<file path="src/rtl/core/ucde_pkg.sv">
// Shared types, codes and helper functions of the codepoint encoder.
`default_nettype none

package ucde_pkg;

    localparam int CP_W      = 21;
    localparam int RUN_MAX   = 8;
    localparam int CNT_W     = 4;
    localparam int CFG_IDX_W = 2;
    localparam int CFG_W     = 3;

    localparam logic [CP_W-1:0] CP_MAX   = 21'h10FFFF;
    localparam logic [CP_W-1:0] BMP_MAX  = 21'h00FFFF;
    localparam logic [CP_W-1:0] ASCII_LIM = 21'h000080;
    localparam logic [CP_W-1:0] UTF8_LIM2 = 21'h000800;
    localparam logic [CP_W-1:0] SUPP_BASE = 21'h010000;

    // Encodings selected by target_encoding.
    localparam logic [2:0] ENC_ASCII = 3'd0;
    localparam logic [2:0] ENC_UCS2  = 3'd1;
    localparam logic [2:0] ENC_UTF8  = 3'd2;
    localparam logic [2:0] ENC_UTF16 = 3'd3;
    localparam logic [2:0] ENC_UTF32 = 3'd4;

    // Error codes.
    localparam logic [1:0] ERR_NONE      = 2'd0;
    localparam logic [1:0] ERR_RANGE     = 2'd1;
    localparam logic [1:0] ERR_NOT_ASCII = 2'd2;
    localparam logic [1:0] ERR_NOT_BMP   = 2'd3;

    // Configuration register indexes.
    localparam logic [CFG_IDX_W-1:0] CFG_TARGET_ENCODING = 2'd0;
    localparam logic [CFG_IDX_W-1:0] CFG_LITTLE_ENDIAN   = 2'd1;
    localparam logic [CFG_IDX_W-1:0] CFG_EMIT_BOM        = 2'd2;

    // Byte constants.
    localparam logic [7:0] UTF8_CONT  = 8'h80;
    localparam logic [7:0] UTF8_LEAD2 = 8'hC0;
    localparam logic [7:0] UTF8_LEAD3 = 8'hE0;
    localparam logic [7:0] UTF8_LEAD4 = 8'hF0;
    localparam logic [7:0] HI_SURR    = 8'hD8;
    localparam logic [7:0] LO_SURR    = 8'hDC;
    localparam logic [7:0] BOM8_0     = 8'hEF;
    localparam logic [7:0] BOM8_1     = 8'hBB;
    localparam logic [7:0] BOM8_2     = 8'hBF;
    localparam logic [15:0] BOM_UNIT  = 16'hFEFF;

    typedef struct packed {
        logic [2:0] target_encoding;
        logic       little_endian;
        logic       emit_bom;
    } cfg_t;

    // One item's bytes; element 0 goes out first.
    typedef struct packed {
        logic [RUN_MAX-1:0][7:0] bytes;
        logic [CNT_W-1:0]        count;
        logic [1:0]              err;
    } run_t;

    // A 16-bit code unit in transfer order.
    function automatic logic [1:0][7:0] order16(input logic [15:0] u, input logic le);
        logic [1:0][7:0] r;
        if (le)
        begin
            r[0] = u[7:0];
            r[1] = u[15:8];
        end
        else
        begin
            r[0] = u[15:8];
            r[1] = u[7:0];
        end
        return r;
    endfunction

    // A 32-bit code unit in transfer order.
    function automatic logic [3:0][7:0] order32(input logic [31:0] u, input logic le);
        logic [3:0][7:0] r;
        if (le)
        begin
            r[0] = u[7:0];
            r[1] = u[15:8];
            r[2] = u[23:16];
            r[3] = u[31:24];
        end
        else
        begin
            r[0] = u[31:24];
            r[1] = u[23:16];
            r[2] = u[15:8];
            r[3] = u[7:0];
        end
        return r;
    endfunction

endpackage

`default_nettype wire

</file>
<file path="src/rtl/core/ucde_if.sv">
// Channel interfaces: codepoint items in and encoded bytes out.
`default_nettype none

interface ucde_cp_if;
    logic                       valid;
    logic                       ready;
    logic [ucde_pkg::CP_W-1:0]  code_point;
    logic                       first_of_text;

    modport source (output valid, output code_point, output first_of_text, input ready);
    modport sink   (input valid, input code_point, input first_of_text, output ready);
endinterface

interface ucde_byte_if;
    logic       valid;
    logic       ready;
    logic [7:0] out_byte;
    logic       last_of_run;
    logic [1:0] error_code;

    modport source (output valid, output out_byte, output last_of_run, output error_code,
                    input ready);
    modport sink   (input valid, input out_byte, input last_of_run, input error_code,
                    output ready);
endinterface

`default_nettype wire

</file>
<file path="src/rtl/core/ucde_encoder.sv">
// Combinational encoder: one codepoint to its full byte run.
`default_nettype none

module ucde_encoder (
    input  wire logic [ucde_pkg::CP_W-1:0] code_point,
    input  wire logic                      first_of_text,
    input  wire ucde_pkg::cfg_t            cfg,
    output ucde_pkg::run_t                 run
);

    logic [3:0][7:0] data;
    logic [2:0]      data_n;
    logic [3:0][7:0] bom;
    logic [2:0]      bom_n;
    logic [1:0]      err;
    logic            known;
    logic [19:0]     supp;
    logic [1:0][7:0] u_hi;
    logic [1:0][7:0] u_lo;
    logic [3:0]      k;
    logic [ucde_pkg::CP_W-1:0] cp;

    assign cp = code_point;

    always_comb
    begin
        data   = '0;
        data_n = 3'd0;
        bom    = '0;
        bom_n  = 3'd0;
        err    = ucde_pkg::ERR_NONE;
        known  = 1'b1;
        supp   = 20'(cp - ucde_pkg::SUPP_BASE);
        u_hi   = ucde_pkg::order16({ucde_pkg::HI_SURR[7:2], supp[19:10]},
                                   cfg.little_endian);
        u_lo   = ucde_pkg::order16({ucde_pkg::LO_SURR[7:2], supp[9:0]},
                                   cfg.little_endian);

        unique case (cfg.target_encoding)
            ucde_pkg::ENC_ASCII:
            begin
                data[0] = cp[7:0];
                data_n  = 3'd1;
                if (cp >= ucde_pkg::ASCII_LIM)
                    err = ucde_pkg::ERR_NOT_ASCII;
                bom[0]  = ucde_pkg::BOM8_0;
                bom[1]  = ucde_pkg::BOM8_1;
                bom[2]  = ucde_pkg::BOM8_2;
                bom_n   = 3'd3;
            end
            ucde_pkg::ENC_UCS2:
            begin
                data[1:0] = ucde_pkg::order16(cp[15:0], cfg.little_endian);
                data_n    = 3'd2;
                if (cp > ucde_pkg::BMP_MAX)
                    err = ucde_pkg::ERR_NOT_BMP;
                bom[1:0]  = ucde_pkg::order16(ucde_pkg::BOM_UNIT, cfg.little_endian);
                bom_n     = 3'd2;
            end
            ucde_pkg::ENC_UTF8:
            begin
                if (cp < ucde_pkg::ASCII_LIM)
                begin
                    data[0] = cp[7:0];
                    data_n  = 3'd1;
                end
                else if (cp < ucde_pkg::UTF8_LIM2)
                begin
                    data[0] = ucde_pkg::UTF8_LEAD2 | {3'b000, cp[10:6]};
                    data[1] = ucde_pkg::UTF8_CONT  | {2'b00, cp[5:0]};
                    data_n  = 3'd2;
                end
                else if (cp <= ucde_pkg::BMP_MAX)
                begin
                    data[0] = ucde_pkg::UTF8_LEAD3 | {4'b0000, cp[15:12]};
                    data[1] = ucde_pkg::UTF8_CONT  | {2'b00, cp[11:6]};
                    data[2] = ucde_pkg::UTF8_CONT  | {2'b00, cp[5:0]};
                    data_n  = 3'd3;
                end
                else
                begin
                    data[0] = ucde_pkg::UTF8_LEAD4 | {5'b00000, cp[20:18]};
                    data[1] = ucde_pkg::UTF8_CONT  | {2'b00, cp[17:12]};
                    data[2] = ucde_pkg::UTF8_CONT  | {2'b00, cp[11:6]};
                    data[3] = ucde_pkg::UTF8_CONT  | {2'b00, cp[5:0]};
                    data_n  = 3'd4;
                end
                bom[0] = ucde_pkg::BOM8_0;
                bom[1] = ucde_pkg::BOM8_1;
                bom[2] = ucde_pkg::BOM8_2;
                bom_n  = 3'd3;
            end
            ucde_pkg::ENC_UTF16:
            begin
                if (cp <= ucde_pkg::BMP_MAX)
                begin
                    data[1:0] = ucde_pkg::order16(cp[15:0], cfg.little_endian);
                    data_n    = 3'd2;
                end
                else
                begin
                    data[1:0] = u_hi;
                    data[3:2] = u_lo;
                    data_n    = 3'd4;
                end
                bom[1:0] = ucde_pkg::order16(ucde_pkg::BOM_UNIT, cfg.little_endian);
                bom_n    = 3'd2;
            end
            ucde_pkg::ENC_UTF32:
            begin
                data   = ucde_pkg::order32({11'd0, cp}, cfg.little_endian);
                data_n = 3'd4;
                bom    = ucde_pkg::order32({16'd0, ucde_pkg::BOM_UNIT}, cfg.little_endian);
                bom_n  = 3'd4;
            end
            default:
            begin
                known = 1'b0;
            end
        endcase

        // Out-of-range codepoints win over the per-encoding checks.
        if (cp > ucde_pkg::CP_MAX)
            err = ucde_pkg::ERR_RANGE;

        if (!(cfg.emit_bom && first_of_text))
            bom_n = 3'd0;

        run.err = err;
        if (!known)
        begin
            run.bytes = '0;
            run.count = '0;
        end
        else if (err != ucde_pkg::ERR_NONE)
        begin
            run.bytes = '0;
            run.count = 4'd1;
        end
        else
        begin
            for (int i = 0; i < ucde_pkg::RUN_MAX; i++)
            begin
                k = 4'(i) - {1'b0, bom_n};
                if (4'(i) < {1'b0, bom_n})
                    run.bytes[i] = bom[2'(i)];
                else if (k < {1'b0, data_n})
                    run.bytes[i] = data[k[1:0]];
                else
                    run.bytes[i] = 8'h00;
            end
            run.count = {1'b0, bom_n} + {1'b0, data_n};
        end
        k = '0;
    end

endmodule

`default_nettype wire

</file>
<file path="src/rtl/core/ucde_serializer.sv">
// Run buffer that shifts one encoded byte out per transfer.
`default_nettype none

module ucde_serializer (
    input  wire logic            clk,
    input  wire logic            rst_n,
    input  wire logic            load,
    input  wire ucde_pkg::run_t  run,
    output logic                 free,
    ucde_byte_if.source          bytes_ch
);

    logic [ucde_pkg::RUN_MAX-1:0][7:0] bytes_reg;
    logic [ucde_pkg::RUN_MAX-1:0][7:0] bytes_next;
    logic [ucde_pkg::CNT_W-1:0]        cnt_reg;
    logic [1:0]                        err_reg;
    logic                              take;

    assign take = bytes_ch.valid && bytes_ch.ready;

    // The buffer can take a new run when empty or when its last byte leaves now.
    assign free = (cnt_reg == '0) || (take && (cnt_reg == 4'd1));

    assign bytes_ch.valid       = (cnt_reg != '0);
    assign bytes_ch.out_byte    = bytes_reg[0];
    assign bytes_ch.last_of_run = (cnt_reg == 4'd1);
    assign bytes_ch.error_code  = err_reg;

    always_comb
    begin
        if (load)
            bytes_next = run.bytes;
        else if (take)
            bytes_next = {8'h00, bytes_reg[ucde_pkg::RUN_MAX-1:1]};
        else
            bytes_next = bytes_reg;
    end

    always_ff @(posedge clk or negedge rst_n)
    begin
        if (!rst_n)
        begin
            cnt_reg <= '0;
        end
        else if (load)
        begin
            cnt_reg <= run.count;
        end
        else if (take)
        begin
            cnt_reg <= cnt_reg - 4'd1;
        end
    end

    always_ff @(posedge clk)
    begin
        bytes_reg <= bytes_next;
        if (load)
            err_reg <= run.err;
    end

endmodule

`default_nettype wire

</file>
<file path="src/rtl/core/unicode_codepoint_encoder.sv">
// Top level of the Unicode codepoint encoder.
`default_nettype none

// Takes one Unicode codepoint per transfer on cp_stream and sends its bytes, one byte per
// transfer, on byte_stream in the configured encoding (ASCII, UCS-2, UTF-8, UTF-16 with
// surrogate pairs, or UTF-32), optionally preceded by a byte order mark when the item is
// flagged first_of_text. last_of_run marks the final byte of each item. Invalid items
// (beyond U+10FFFF, non-ASCII in ASCII mode, beyond the BMP in UCS-2 mode) give a single
// zero byte carrying the error code; an undefined encoding value drops the item with no
// output. Timing: an item is captured in an input register, encoded combinationally into
// a run buffer once that buffer is free, and its bytes are then offered from the buffer.
// The output side moves one byte per cycle while the receiver accepts; a run holds 1 to 4
// bytes for the codepoint plus up to 4 for a BOM. When the receiver takes every byte, items
// that yield one byte flow at one item per cycle; a new item is taken while the previous
// run is still draining. Configuration is written through cfg_we/cfg_index/cfg_data and
// should change only while the block is idle.

module unicode_codepoint_encoder (
    input  wire logic                               clk,
    input  wire logic                               rst_n,
    ucde_cp_if.sink                                 cp_stream,
    ucde_byte_if.source                             byte_stream,
    input  wire logic                               cfg_we,
    input  wire logic [ucde_pkg::CFG_IDX_W-1:0]     cfg_index,
    input  wire logic [ucde_pkg::CFG_W-1:0]         cfg_data
);

    ucde_pkg::cfg_t              cfg_reg;
    logic [ucde_pkg::CP_W-1:0]   cp_reg;
    logic                        first_reg;
    logic                        hold_valid_reg;
    ucde_pkg::run_t              run;
    logic                        free;
    logic                        load;
    logic                        advance;

    // Configuration registers; writes to an index past the list are ignored.
    always_ff @(posedge clk or negedge rst_n)
    begin
        if (!rst_n)
        begin
            cfg_reg.target_encoding <= ucde_pkg::ENC_UTF8;
            cfg_reg.little_endian   <= 1'b0;
            cfg_reg.emit_bom        <= 1'b0;
        end
        else if (cfg_we)
        begin
            unique case (cfg_index)
                ucde_pkg::CFG_TARGET_ENCODING: cfg_reg.target_encoding <= cfg_data;
                ucde_pkg::CFG_LITTLE_ENDIAN:   cfg_reg.little_endian   <= cfg_data[0];
                ucde_pkg::CFG_EMIT_BOM:        cfg_reg.emit_bom        <= cfg_data[0];
                default:                       cfg_reg                 <= cfg_reg;
            endcase
        end
    end

    // The held item leaves the input register either into the run buffer or,
    // when it produces no bytes at all, simply by being dropped.
    assign load    = hold_valid_reg && (run.count != '0) && free;
    assign advance = hold_valid_reg && ((run.count == '0) || free);

    assign cp_stream.ready = !hold_valid_reg || advance;

    always_ff @(posedge clk or negedge rst_n)
    begin
        if (!rst_n)
        begin
            hold_valid_reg <= 1'b0;
        end
        else if (cp_stream.ready)
        begin
            hold_valid_reg <= cp_stream.valid;
        end
    end

    always_ff @(posedge clk)
    begin
        if (cp_stream.valid && cp_stream.ready)
        begin
            cp_reg    <= cp_stream.code_point;
            first_reg <= cp_stream.first_of_text;
        end
    end

    ucde_encoder u_encoder (
        .code_point    (cp_reg),
        .first_of_text (first_reg),
        .cfg           (cfg_reg),
        .run           (run)
    );

    ucde_serializer u_serializer (
        .clk      (clk),
        .rst_n    (rst_n),
        .load     (load),
        .run      (run),
        .free     (free),
        .bytes_ch (byte_stream)
    );

endmodule

`default_nettype wire

</file>
<file path="src/flat_wrapper.sv">
// flat-port wrapper written by rule: the top's interface ports become plain ports
module unicode_codepoint_encoder_flat 
  (clk, rst_n, cfg_we, cfg_index, cfg_data, cp_stream_valid, cp_stream_code_point, cp_stream_first_of_text, cp_stream_ready, byte_stream_valid, byte_stream_out_byte, byte_stream_last_of_run, byte_stream_error_code, byte_stream_ready);
  ucde_cp_if cp_stream_i ();
  ucde_byte_if byte_stream_i ();
  input  wire logic clk;
  input  wire logic rst_n;
  input  wire logic cfg_we;
  input  wire logic [ucde_pkg::CFG_IDX_W-1:0] cfg_index;
  input  wire logic [ucde_pkg::CFG_W-1:0] cfg_data;
  input wire logic [$bits(cp_stream_i.valid)-1:0] cp_stream_valid;
  input wire logic [$bits(cp_stream_i.code_point)-1:0] cp_stream_code_point;
  input wire logic [$bits(cp_stream_i.first_of_text)-1:0] cp_stream_first_of_text;
  output wire logic [$bits(cp_stream_i.ready)-1:0] cp_stream_ready;
  output wire logic [$bits(byte_stream_i.valid)-1:0] byte_stream_valid;
  output wire logic [$bits(byte_stream_i.out_byte)-1:0] byte_stream_out_byte;
  output wire logic [$bits(byte_stream_i.last_of_run)-1:0] byte_stream_last_of_run;
  output wire logic [$bits(byte_stream_i.error_code)-1:0] byte_stream_error_code;
  input wire logic [$bits(byte_stream_i.ready)-1:0] byte_stream_ready;
  assign cp_stream_i.valid = cp_stream_valid;
  assign cp_stream_i.code_point = cp_stream_code_point;
  assign cp_stream_i.first_of_text = cp_stream_first_of_text;
  assign cp_stream_ready = cp_stream_i.ready;
  assign byte_stream_valid = byte_stream_i.valid;
  assign byte_stream_out_byte = byte_stream_i.out_byte;
  assign byte_stream_last_of_run = byte_stream_i.last_of_run;
  assign byte_stream_error_code = byte_stream_i.error_code;
  assign byte_stream_i.ready = byte_stream_ready;
  unicode_codepoint_encoder u_core (.clk(clk), .rst_n(rst_n), .cp_stream(cp_stream_i), .byte_stream(byte_stream_i), .cfg_we(cfg_we), .cfg_index(cfg_index), .cfg_data(cfg_data));
endmodule
</file>
<file path="config.mk">
export PLATFORM = sky130hd
export DESIGN_NAME = unicode_codepoint_encoder_flat
export DESIGN_NICKNAME = d
export VERILOG_FILES = /design/src/rtl/core/ucde_pkg.sv /design/src/rtl/core/ucde_if.sv /design/src/rtl/core/ucde_encoder.sv /design/src/rtl/core/ucde_serializer.sv /design/src/rtl/core/unicode_codepoint_encoder.sv /design/src/flat_wrapper.sv
export SDC_FILE = /design/constraint.sdc
export NUM_CORES = 1
export LEC_CHECK = 0
export ABC_AREA = 1
export BUFFER_PORTS_ARGS = -buffer_cell sky130_fd_sc_hd__buf_4
export CAP_MARGIN = 20
export CORE_MARGIN = 10
export CORE_UTILIZATION = 40
export CTS_BUF_LIST = sky130_fd_sc_hd__clkbuf_16
export DETAILED_ROUTE_END_ITERATION = 10
export SLEW_MARGIN = 10
export SYNTH_ARGS = -nofsm -noshare
export SYNTH_HDL_FRONTEND = slang
export SYNTH_HIERARCHICAL = 1
export SYNTH_SLANG_ARGS = --single-unit
</file>
<file path="constraint.sdc">
create_clock -name clk -period 8.5 [get_ports clk]
set_input_delay 1.7 -clock clk [delete_from_list [all_inputs] [get_ports clk]]
set_output_delay 1.7 -clock clk [all_outputs]
set_load 0.02 [all_outputs]
</file>
After elaboration in Yosys (flattened, before gate mapping)
Index checks and enable logic that the tools add are counted.
- $add $sub $neg: 11
- order comparisons: 29
- equality and inequality tests: 7
- multiplexer cells: 67
- reduce and logical (&&, ||, !) cells: 25
- operators by type and width (kind ; number):
    $mux W8 ; 25
    $mux W68 ; 2
    $bmux W8 S2 ; 8
    $mux W16 ; 8
    $mux W64 ; 2
    $pmux W16 S3 ; 2
    $pmux W8 S5 ; 1
    $lt A4 B3 Y1 ; 8
    $mux W32 ; 1
    $pmux W8 S4 ; 1
    $lt A2 B3 Y1 const B ; 8
    $mux W24 ; 1
    $mux W22 ; 1
    $ge A21 B8 Y1 const B ; 1
    $gt A21 B16 Y1 const B ; 1
    $gt A21 B21 Y1 const B ; 1
    $le A21 B16 Y1 const B ; 1
    $lt A21 B12 Y1 const B ; 1
    $lt A21 B8 Y1 const B ; 1
    $sub A20 B17 Y20 const B ; 1
    $sub A3 B3 Y4 const A ; 4
    $mux W3 ; 5
    $pmux W3 S5 ; 1
    $lt A3 B3 Y1 const A ; 3
    other kinds (29) ; 51
- bits in registers: 98
- input bits: 32
- output and inout bits: 13
- word-level logic and storage cells: 155

Depth between registers and ports, before layout
- depth after elaboration: 16
- gate-level depth with buffers: 26
- mapped depth without buffers: 22

By module
Netlist, hierarchy kept.
- modules (own cells, without submodules) (module ; times used ; cells an instance ; area an instance (µm²) ; sequential area each (µm²)):
    ucde_encoder ; 1 ; 734 ; 3677.3 ; 0.0
    ucde_serializer ; 1 ; 315 ; 3150.5 ; 2082.0
    unicode_codepoint_encoder ; 1 ; 57 ; 942.2 ; 812.0

Worst setup path after synthesis
No wires, ideal clock.
- path kind: register to output
- start: register u_core/cp_reg[2] (netlist name)
- end: output cp_stream_ready
- data arrival time: 2.833 ns
- data required time: 6.800 ns
- slack: 3.967 ns
- stages on the path, launching flop included: 17
- path buffers: 1
- cells stage by stage: edfxtp_1 inv_2 nor2_1 nand3_2 o21bai_4 nand2_4 buf_6 o21ai_4 inv_2 a21oi_1 inv_1 fa_1 inv_1 nor2_1 nor2_1 nand2_1 nand3_2
- RTL lines (item ; RTL line ; source):
    start: declaration ; unicode_codepoint_encoder.sv:29 ; logic [ucde_pkg::CP_W-1:0] cp_reg;
    start signal: assignment ; unicode_codepoint_encoder.sv:80 ; cp_reg <= cp_stream.code_point;
    end: declaration ; flat_wrapper.sv:14 ; output wire logic [$bits(cp_stream_i.ready)-1:0] cp_stream_ready;

==> summary.md <==
| Metric | Value |
|---|---|
| Vias in the first global route | 7167 |
| Critical path data arrival time | 5.66 ns |
| Vias per cell | 5.495 |
| Fin. Hold Viols | 0 |
| Vias after detailed routing | 7594 |
| Critical Path Start Type | flop |
| Largest fanout on the critical path | 72 |
| Place WS | 2.889 ns |
| Global-route wire length before repair | 39.89 mm |
| Final weighted congestion in routability-driven placement | 0.9968 |
| Top post-synthesis cells by area | edfxtp_1 34%, nand2_1 20%, nand3_1 6.6% |
| Fin worst setup slack | 2.823 ns |
| Number of buffers added to fix hold violations after cts | 0 |
| DRT Wirelength | 25.38 mm |
| Latest clock arrival within the worst-skew pair | 0.36 ns |
| Number of sinks on the clock net | 98 |
| Post-cts sizing count | 0 |
| Run status | finished clean |
| Max Clock Freq | 0.1761 GHz |
| Cells after Synth | 1106 |
| Buffer levels on the longest clock path | 2 |
| Vertical extent of the die | 159.4 um |
| Global-route total usage across every layer | 19.53% |
| TritonCTS clock tree | done |
| Final setup violating endpoints | 0 |
| Register area share after synthesis | 37.25% |
| WP data required | 8.49 ns |
| Max H-tree Level | 3 |
| Ratio of total power to cell area | 306.9 nW/um^2 |
| Setup TNS | 0 ns |
| Biggest area consumer among synthesized cells | edfxtp_1 |
| Clock root cell | clkbuf_16 |
| Number of distinct library cells after synthesis | 49 |
| Number of buffers created by CTS | 9 |
| Top cell type's share of synthesized area | 34.01% |
| Worst Hold Margin | 0.5128 ns |
| First drt pass iteration count | 6 |
| Final design utilization | 44.97% |
| Syn_nets | 1168 |
| Number of flip-flops in the largest register | 56 |
| Share of cells above drive strength 1 | 10.25% |
| Register bit count reported by yosys | 98 |
| Core box area | 18890 um^2 |
| Leakage power total | 3.836 nW |
| Area of the die | 25400 um^2 |
| Average wire per cell in the routed design | 18.37 um |
| Worst Setup Path Type | flop to flop |
| Final critical path time including I/O delays and setup | 5.677 ns |
| Number of buffers inserted by post-CTS setup repair | 0 |
| ANT cells | 0 |
| Global route total overflow | 0 |
| Setup skew after layout | 0.01147 ns |
| MaxCap Viol Count | 0 |
| Half-perimeter wire length of the detailed placement result | 18.79 mm |
| Layout overhead on the synthesized area | 9.356% |
| Filler cells | 1985 |
| Class of the most critical hold timing path | flop to flop |
| Total placed instance area | 8180 um^2 |
| Count of nets left with antenna violations after detail routing | 0 |
| Maximum resistive drop on vdd | 113.0 uV |
| Least-Margin Pin Slew | 0.9395 ns |
| Number of warnings issued by yosys | 6 |
| Detailed Route Iter0 Violations | 822 |
| Clk pin slew, worst setup/hold paths | 0.08 ns |
| Largest net degree at the start of global routing | 73 |
| Io pins | 45 |
| Die extent in x | 159.4 um |
| Number of antenna violations at the first check in global routing | 0 |
| Number of port buffers | 44 |
| Synthesized area per cell | 7.025 um^2 |
| Rows | 50 |
| Endpoint type of the worst setup path | flop |
| Total DRC errors in the routed layout | 0 |
| Netlist area before placement | 7770 um^2 |
| Number of pins with negative max-slew slack in the final report | 0 |
| Setup repair after global routing missed its margin | no |
| Layout Nets | 1179 |
| Final std cell area, no fill | 8497 um^2 |
| Initial Utilization | 41.13% |
| Worst rel slew slack | 37.30% |
| Final worst-path cycle share | 66.79% |
==> stage by stage <==
stage          power, mW  std cells
4_1_cts            2.606       1382
6_report           2.608       1382
3_3_place_gp       2.145       1366
5_1_grt            2.805       1382
2_1_floorplan      1.821       1106
3_5_place_dp       2.154       1366
==> worst max-delay path, cell delays in order, from the launching register on <==
cell and delay [ns]:
edfxtp_1 0.49, nor2_2 0.22, nand2_1 0.09, nor2_1 0.11, nand2_1 0.25, inv_2 0.23
nand2_1 0.15, nand2_1 0.17, inv_2 0.11, a21oi_1 0.51, inv_1 0.16, fa_1 0.40
xnor2_1 0.13, nor2_1 0.14, nor2_1 0.05, nand2_1 0.09, nand2_1 0.09, nor2_4 0.08
buf_4 0.53, inv_4 0.42, nand2_4 0.76
==> report_power, final <==
group / total (mW) / internal [mW] / switching, mW
logic: 1.24 / 0.350 / 0.888
registers: 0.926 / 0.835 / 0.0910
clock network: 0.444 / 0.236 / 0.208
==> layer usage <==
| layer | global-route usage (%) | vias up | part of all wire [%] |
|---|---|---|---|
| li1 | - | 3661 | - |
| met2 | 30.83 | 329 | 45 |
| met5 | 0 | - | 0 |
| met1 | 25.64 | 3549 | 44 |
| met4 | 8.467 | 0 | 3.6 |
| met3 | 3.460 | 55 | 6.9 |
==> kinds of logic (layout without fill, tap and decap cells) <==
family	after synthesis	count (layout)	share of synthesized area (%)
compound gates	188	188	13.62
xor+xnor	3	3	0.3382
simple gates	632	632	34.61
flops	98	98	37.25
fa+ha+maj	30	30	5.121
buf+inv	155	171	9.066
==> cell usage in the layout, fill, tap and decap left out, drive strengths merged, types with 5 or more instances in the layout <==
cell type / instances
clkbuf: 9
inv: 103
a21oi: 79
clkinv: 5
o21ai: 77
nand2: 415
o211ai: 8
edfxtp: 88
ha: 27
nor3: 5
o22ai: 11
dfrtp: 9
nand3: 116
buf: 52
nor2: 89
==> worst paths after layout <==
check | slack, ns | cells after the start | start | end
worst max-delay path | 2.82 | 20 | u_core/cp_reg[18] | u_core/u_serializer/bytes_reg[50]
min in group asynchronous | 1.15 | 1 | rst_n | u_core/u_serializer/cnt_reg[1]
worst min-delay path | 0.51 | 2 | u_core/u_serializer/bytes_reg[12] | u_core/u_serializer/bytes_ch.out_byte[4]
worst min register to register | 0.51 | 2 | u_core/u_serializer/bytes_reg[12] | u_core/u_serializer/bytes_ch.out_byte[4]
worst max register to register | 2.82 | 20 | u_core/cp_reg[18] | u_core/u_serializer/bytes_reg[50]
max in group asynchronous | 7.13 | 1 | rst_n | u_core/cfg_reg[3]
==> Yosys cell counts, drive strengths merged <==
master	number
fa	3
inv	100
o22ai	11
xor2	2
nor3	5
nand3	116
buf	35
a2111oi	1
clkinv	3
a22oi	2
edfxtp	88
or2	2
dfrtp	9
a31oi	2
nand3b	1
o21ai	77
a211oi	2
a21o	1
ha	27
a22o	1
o21a	1
o21bai	1
a211o	1
nand4	4
dfstp	1
o211ai	8
nor2	89
a21oi	79
nand2	415
xnor2	1
clkbuf	17
a21boi	1
==> area by class of cell <==
type | instances | area, um^2 | area share (%)
well taps | 260 | 325.3 | 3.829
inverters | 103 | 389.1 | 4.580
clock buffers | 9 | 225.2 | 2.651
flip-flops and latches | 98 | 2894 | 34.06
multi-input cells | 853 | 4182 | 49.21
clock inverters | 7 | 91.34 | 1.075
repair buffers | 52 | 390.4 | 4.594
No activity file was read; power rests on OpenSTA's default activity.
